`config.mk`:
```
export PLATFORM = sky130hd
export DESIGN_NAME = ubf_ring
export DESIGN_NICKNAME = d
export VERILOG_FILES = /design/src/hw/rtl/ubf_pkg.sv /design/src/hw/rtl/ubf_ring.sv
export SDC_FILE = /design/constraint.sdc
export NUM_CORES = 2
export LEC_CHECK = 0
export BUFFER_PORTS_ARGS = -buffer_cell sky130_fd_sc_hd__buf_2
export CORE_MARGIN = 2
export CORE_UTILIZATION = 28
export DETAILED_ROUTE_END_ITERATION = 8
export GPL_TIMING_DRIVEN = 0
export HOLD_SLACK_MARGIN = 0.12
export REMOVE_ABC_BUFFERS = 1
export SLEW_MARGIN = 20
export SYNTH_ARGS = -nofsm -noshare
export SYNTH_HDL_FRONTEND = slang
export SYNTH_SLANG_ARGS = --single-unit
export TNS_END_PERCENT = 100
```
`constraint.sdc`:
```
create_clock -name aclk -period 7.6 [get_ports aclk]
set_clock_uncertainty 0.1 [all_clocks]
set_input_delay 0 -clock aclk [delete_from_list [all_inputs] [get_ports aclk]]
set_output_delay 0 -clock aclk [all_outputs]
set_load 0.02 [all_outputs]
```
`src/hw/rtl/ubf_pkg.sv`:
```
// shared types, constants and the overflow notice table for the serial bridge rings
`default_nettype none

package ubf_pkg;

    // ring geometry
    localparam int DEPTH      = 512;
    localparam int PTR_W      = $clog2(DEPTH);
    localparam int NOTICE_LEN = 19;
    localparam int NOTICE_W   = 5;
    localparam int COUNT_W    = 9;

    typedef logic [PTR_W-1:0]    ptr_t;
    typedef logic [NOTICE_W-1:0] notice_idx_t;
    typedef logic [COUNT_W-1:0]  count_t;

    // item opcodes
    typedef enum logic [1:0] {
        OP_LINE_RX  = 2'd0,
        OP_HOST_WR  = 2'd1,
        OP_HOST_RD  = 2'd2,
        OP_LINE_RDY = 2'd3
    } op_t;

    // sequencer states
    typedef enum logic [1:0] {
        ST_IDLE,
        ST_NOTICE,
        ST_DONE
    } state_t;

    // input item
    typedef struct packed {
        op_t        opcode;
        logic [7:0] data_in;
        logic       last_in;
    } in_item_t;

    // result item
    typedef struct packed {
        logic [7:0] data_out;
        logic       data_valid;
        logic       accepted;
        logic       last_out;
        logic       tx_enabled;
        count_t     rx_used;
        count_t     tx_free;
    } out_item_t;

    // controls into one ring
    typedef struct packed {
        logic       wr_en;
        logic [7:0] wr_data;
        logic       rd_en;
    } ring_ctrl_t;

    // status out of one ring
    typedef struct packed {
        ptr_t       used;
        ptr_t       free;
        logic [7:0] rd_data;
    } ring_stat_t;

    // overflow notice text, padded with newlines
    function automatic logic [7:0] notice_byte(input notice_idx_t idx);
        logic [7:0] b;
        case (idx)
            5'd0:    b = 8'h3C;
            5'd1:    b = 8'h44;
            5'd2:    b = 8'h41;
            5'd3:    b = 8'h50;
            5'd4:    b = 8'h4C;
            5'd5:    b = 8'h69;
            5'd6:    b = 8'h6E;
            5'd7:    b = 8'h6B;
            5'd8:    b = 8'h3A;
            5'd9:    b = 8'h4F;
            5'd10:   b = 8'h76;
            5'd11:   b = 8'h65;
            5'd12:   b = 8'h72;
            5'd13:   b = 8'h66;
            5'd14:   b = 8'h6C;
            5'd15:   b = 8'h6F;
            5'd16:   b = 8'h77;
            5'd17:   b = 8'h3E;
            default: b = 8'h0A;
        endcase
        return b;
    endfunction

endpackage

`default_nettype wire

```
`src/hw/rtl/ubf_ring.sv`:
```
// one byte ring: storage, head and tail pointers and fill count
`default_nettype none

module ubf_ring (
    input  wire logic                aclk,
    input  wire logic                aresetn,
    input  wire ubf_pkg::ring_ctrl_t ctrl,
    output ubf_pkg::ring_stat_t      stat
);

    localparam ubf_pkg::ptr_t LAST_PTR = ubf_pkg::PTR_W'(ubf_pkg::DEPTH - 1);

    logic [7:0]    mem [ubf_pkg::DEPTH];
    ubf_pkg::ptr_t head_reg, head_next;
    ubf_pkg::ptr_t tail_reg, tail_next;
    ubf_pkg::ptr_t used_reg, used_next;
    logic [7:0]    rd_data_reg;

    // pointer advance with wrap
    always_comb begin
        head_next = head_reg;
        tail_next = tail_reg;
        used_next = used_reg;
        if (ctrl.wr_en) begin
            head_next = (head_reg == LAST_PTR) ? '0 : head_reg + 1'b1;
        end
        if (ctrl.rd_en) begin
            tail_next = (tail_reg == LAST_PTR) ? '0 : tail_reg + 1'b1;
        end
        case ({ctrl.wr_en, ctrl.rd_en})
            2'b10:   used_next = used_reg + 1'b1;
            2'b01:   used_next = used_reg - 1'b1;
            default: used_next = used_reg;
        endcase
    end

    always_ff @(posedge aclk) begin
        if (!aresetn) begin
            head_reg <= '0;
            tail_reg <= '0;
            used_reg <= '0;
        end else begin
            head_reg <= head_next;
            tail_reg <= tail_next;
            used_reg <= used_next;
        end
    end

    // storage write and registered pop read
    always_ff @(posedge aclk) begin
        if (ctrl.wr_en) begin
            mem[head_reg] <= ctrl.wr_data;
        end
        if (ctrl.rd_en) begin
            rd_data_reg <= mem[tail_reg];
        end
    end

    assign stat.used    = used_reg;
    assign stat.free    = LAST_PTR - used_reg;
    assign stat.rd_data = rd_data_reg;

endmodule

`default_nettype wire

```
### Yosys cells after proc, flatten, opt, wreduce, memory -nomap -nowiden

Memories as Yosys holds them, arrays and structs flattened. A register that Yosys moved wholly into a read port is not among the register bits.
Cells that the tools add are included.

* equality and inequality tests: 4
* reductions and logical operators: 1
* multiplexer cells: 5
* add/subtract/negate cells: 5

Operators with widths (number)
* 9-bit by 1-bit adder with 9-bit output, second input constant: 3
* 9-bit equality test, second input constant: 2
* 9-bit 2-to-1 mux: 2
* 9-bit case mux with 2 select lines: 1
* 9-bit by 1-bit subtractor with 9-bit output, second input constant: 1
* 9-bit subtractor, first input constant: 1
* 2-bit by 1-bit equality test with 1-bit output, second input constant: 1
* 2-bit equality test, second input constant: 1
* 1-bit 2-to-1 mux: 2
* 2-bit nonzero test: 1

* output and inout bits: 26
* bits in writable memories: 4096
* memories: 1
* word-level logic and storage cells: 19
* flip-flop bits (word level): 27
* input port bits: 12

Memory list
* mem: words 512, width 8, rd ports 1, clocked after Yosys merged registers in 1, wr ports 1, RTL line ubf_ring.sv:13 `logic [7:0] mem [ubf_pkg::DEPTH];`

### Longest topological paths before layout

* depth after elaboration: 2
* depth in mapped cells: 13
* gate-level depth less buffers: 11

### Worst setup path after synthesis

Ideal clock, no wire load.

* path type: input to register
* start: input port ctrl[9] in the netlist's numbering
* end: register used_reg[6]
* setup slack: 4.561 ns
* buffers on the path: 2
* library setup time: 0.072 ns
* stages: 13
* arrival time: 2.868 ns
* required time: 7.428 ns
* path through: clkbuf_1 > inv_1 > ha_1 > buf_1 > xor2_1 > ha_1 > a21oi_1 > o31ai_1 > a221oi_1 > o31ai_1 > a221oi_1 > mux2i_1 > mux2i_1

* longest elaborated chain between the ends: 2
* elaborated cells between the ends (all ways): 4
* those cells by class: eq/ne (2); mux (1); reduce/logical (1)

RTL lines
* start, declared: RTL line ubf_ring.sv:7 `input wire ubf_pkg::ring_ctrl_t ctrl,`
* 2-bit by 1-bit equality test with 1-bit output / 2-bit equality test (equally long branches): RTL line ubf_ring.sv:30 `case ({ctrl.wr_en, ctrl.rd_en})`
* 9-bit case mux with 2 select lines / 2-bit nonzero test (equally long branches)
* end signal, assigned: RTL line ubf_ring.sv:45 `used_reg <= used_next;`
* end, declared: RTL line ubf_ring.sv:16 `ubf_pkg::ptr_t used_reg, used_next;`

Parallel ways exist; a longest one is shown, timed or not.
A chain may end at the register's enable or synchronous reset.

==> flow_summary.toml <==
[power]
power.density_nw_per_um2 = 255
finalPower_mw = 47.5
power_leakage_nw = 55.5
peakVddDrop_uv = 203

[floorplanning]
die_h_um = 762
dieWidth_um = 762
row_count = 278
start_util_pct = 28.1
core_area_um2 = 573000
die-area_um2 = 580000
io-pin-count = 38

[grt]
grt_pass1_vias = 80137
grt_pass1_wl_um = 609000
grt_use_total_pct = 14.4
overflow = 0
grt_antenna_before_repair = 24
grt_max_degree = 129

[placed_design]
numPortBuffers = 37
place.gp.congestion = 0.771
place_ws_ns = 1.90
place_area_um2 = 173000
hpwlAfterDp_um = 266000
dp_cells = 14854

[timing]
worstMarginPinSlew_ns = 1.10
drv_slew = 0
rsz0062_at_grt = "false"
final.setup.worst_slack_ns = 1.87
min_period_ns = 5.73
slew_headroom_pct = 26.2
hold_viol = 0
fmax_mhz = 175
finalSetupViolCount = 0
fin_crit_sh_pct = 75.4

[clocking]
cts_sinks = 4131
htree_levels = 5
cts_setup_buffers = 0
cts-root-buf = "clkbuf_16"
clockBufferDepth = 4
ctsHoldBuffers = 30
path_clk_slew_ns = 0.06
post_cts_resized = 0
numCtsBuffers = 398
insertion_delay_ns = 0.96
cts_tree = "done"

[cells_and_area]
largest_register = "mem"
drive_above_1_share_pct = 23.7
final_cell_mix = "edfxtp_1, mux4_2, nor2_1"
postLayoutCoreUtil_pct = 32.6
largest_reg_flops = 4096
layout_commonest_cell = "edfxtp_1"
area_growth_pct = 15.9
nets = 7746
final-instance-count-excl-fill = 15627
fin_area_um2 = 186000

[logic_synthesis]
postSynth.asyncResetShare_pct = 0
synth_area_um2 = 161000
synth_cell_types = 72
syn_avg_cell_area_um2 = 21.3
syn_inst = 7547
synth_warnings = 0
synth_edf_count = 4104
ys_ff_latch = 4131
synthFlopType = "edfxtp_1"
synth_seq_area_share_pct = 77.0

[detailed_routing]
antenna_left = 0
drt_iter0_drc = 10285
drc = 0
drt-total-wl_um = 431000
num_vias = 79018
dr.pass1.iters = 6
viasPerCell = 5.06
wl_per_cell_um = 27.6

[job]
cap_violations = 0

[worst_setup_path]
path_max_fanout = 33
crit_chain = "buf_12 -> buf_12 -> buf_16 -> buf_16 -> buf_16 -> mux4_2 -> mux4_2 -> mux2i_1 -> o22ai_1 -> nor3b_1 -> a22oi_1"
crit_path_max_incr_delay_ns = 0.96
cp_common_cell = "buf_16"
slowest_stage = "nor3b_1"
crit_family = "multiplexers"
path_buf_inv = 5
cp.required_ns = 8.18
arrival_ns = 6.31
worstSetupEndpointType = "flop"
path_class = "flop to flop"
startpoint_type = "flop"

[status]
outcome = "complete, no violations"

[min_path]
hold_class = "input port to flop"
final cells by class:
type,instances,area (µm²)
antenna,11,27.5
clock buffer,480,10400
clock inverter,252,2660
inverter,19,98.8
sequential,4131,124000
fill,53360,386000
multi-input combinational,2918,34800
tap,7560,9460
timing repair buffer,256,5220
worst paths after layout:
check / from / endpoint / slack, ns / cells past startpoint
hold / removal: ctrl[0] / rd_data_reg[6] / 0.18 / 2
hold reg to reg: used_reg[8] / used_reg[8] / 0.48 / 2
setup reg to reg: tail_reg[0] / rd_data_reg[0] / 1.87 / 11
setup / recovery: tail_reg[0] / rd_data_reg[0] / 1.87 / 11
Yosys cell counts (all sizes together) (8+ instances only):
cell type	number	area share, %
a21oi	104	0.32
buf	295	1.2
clkbuf	184	0.43
nand3	41	0.13
edfxtp	4104	77
o22ai	38	0.15
and2	24	0.093
a311oi	9	0.049
ha	10	0.078
o21ai	74	0.23
a22o	11	0.060
a211oi	37	0.17
dfxtp	27	0.34
a221oi	57	0.31
mux4	1000	14
nor3	22	0.068
a22oi	46	0.21
mux2i	330	2.1
o211ai	21	0.098
nand2	214	0.50
nor2b	20	0.078
nor2	597	1.4
a31oi	18	0.070
mux2	28	0.20
and3	9	0.035
o31ai	8	0.037
a2111oi	13	0.075
xnor2	13	0.071
o221ai	66	0.36
nor4	9	0.035
inv	18	0.042
power by group:
part           switching, mW  leakage [nW]  internal (mW)
Clock                   8.54          6.33           11.3
Sequential            0.0441          37.1           25.1
Combinational           1.43          12.1           1.05
Total                   10.0          55.5           37.4
kinds of logic (layout without fill, tap and decap cells):
group | count (synthesis) | after routing | share of synthesized area [%]
fa+ha+maj | 10 | 10 | 0.0778
xor+xnor | 20 | 20 | 0.109
simple gates | 969 | 969 | 2.48
other cells | 0 | 11 | 0
buf+inv | 498 | 1007 | 1.64
flops | 4131 | 4131 | 77.0
mux | 1358 | 1358 | 16.3
compound gates | 561 | 561 | 2.47
routing by layer:
metal / share of wire [%] / wire (µm) / GRT usage (%)
met2: 47 / 205000 / 23.3
met3: 9.1 / 39100 / 2.87
met5: 0.032 / 137 / 0.115
met1: 39 / 169000 / 19.1
met4: 4.3 / 18600 / 5.68
stage by stage:
stage | hold slack [ns] | TNS [ns]
detailed placement | 0.303 | 0
floorplan | -0.00113 | -648.38
global route | 0.178 | 0
global placement | 0.293 | -3479.08
CTS | 0.139 | 0
finish | 0.178 | 0
Power figures use the tool's default switching activity.
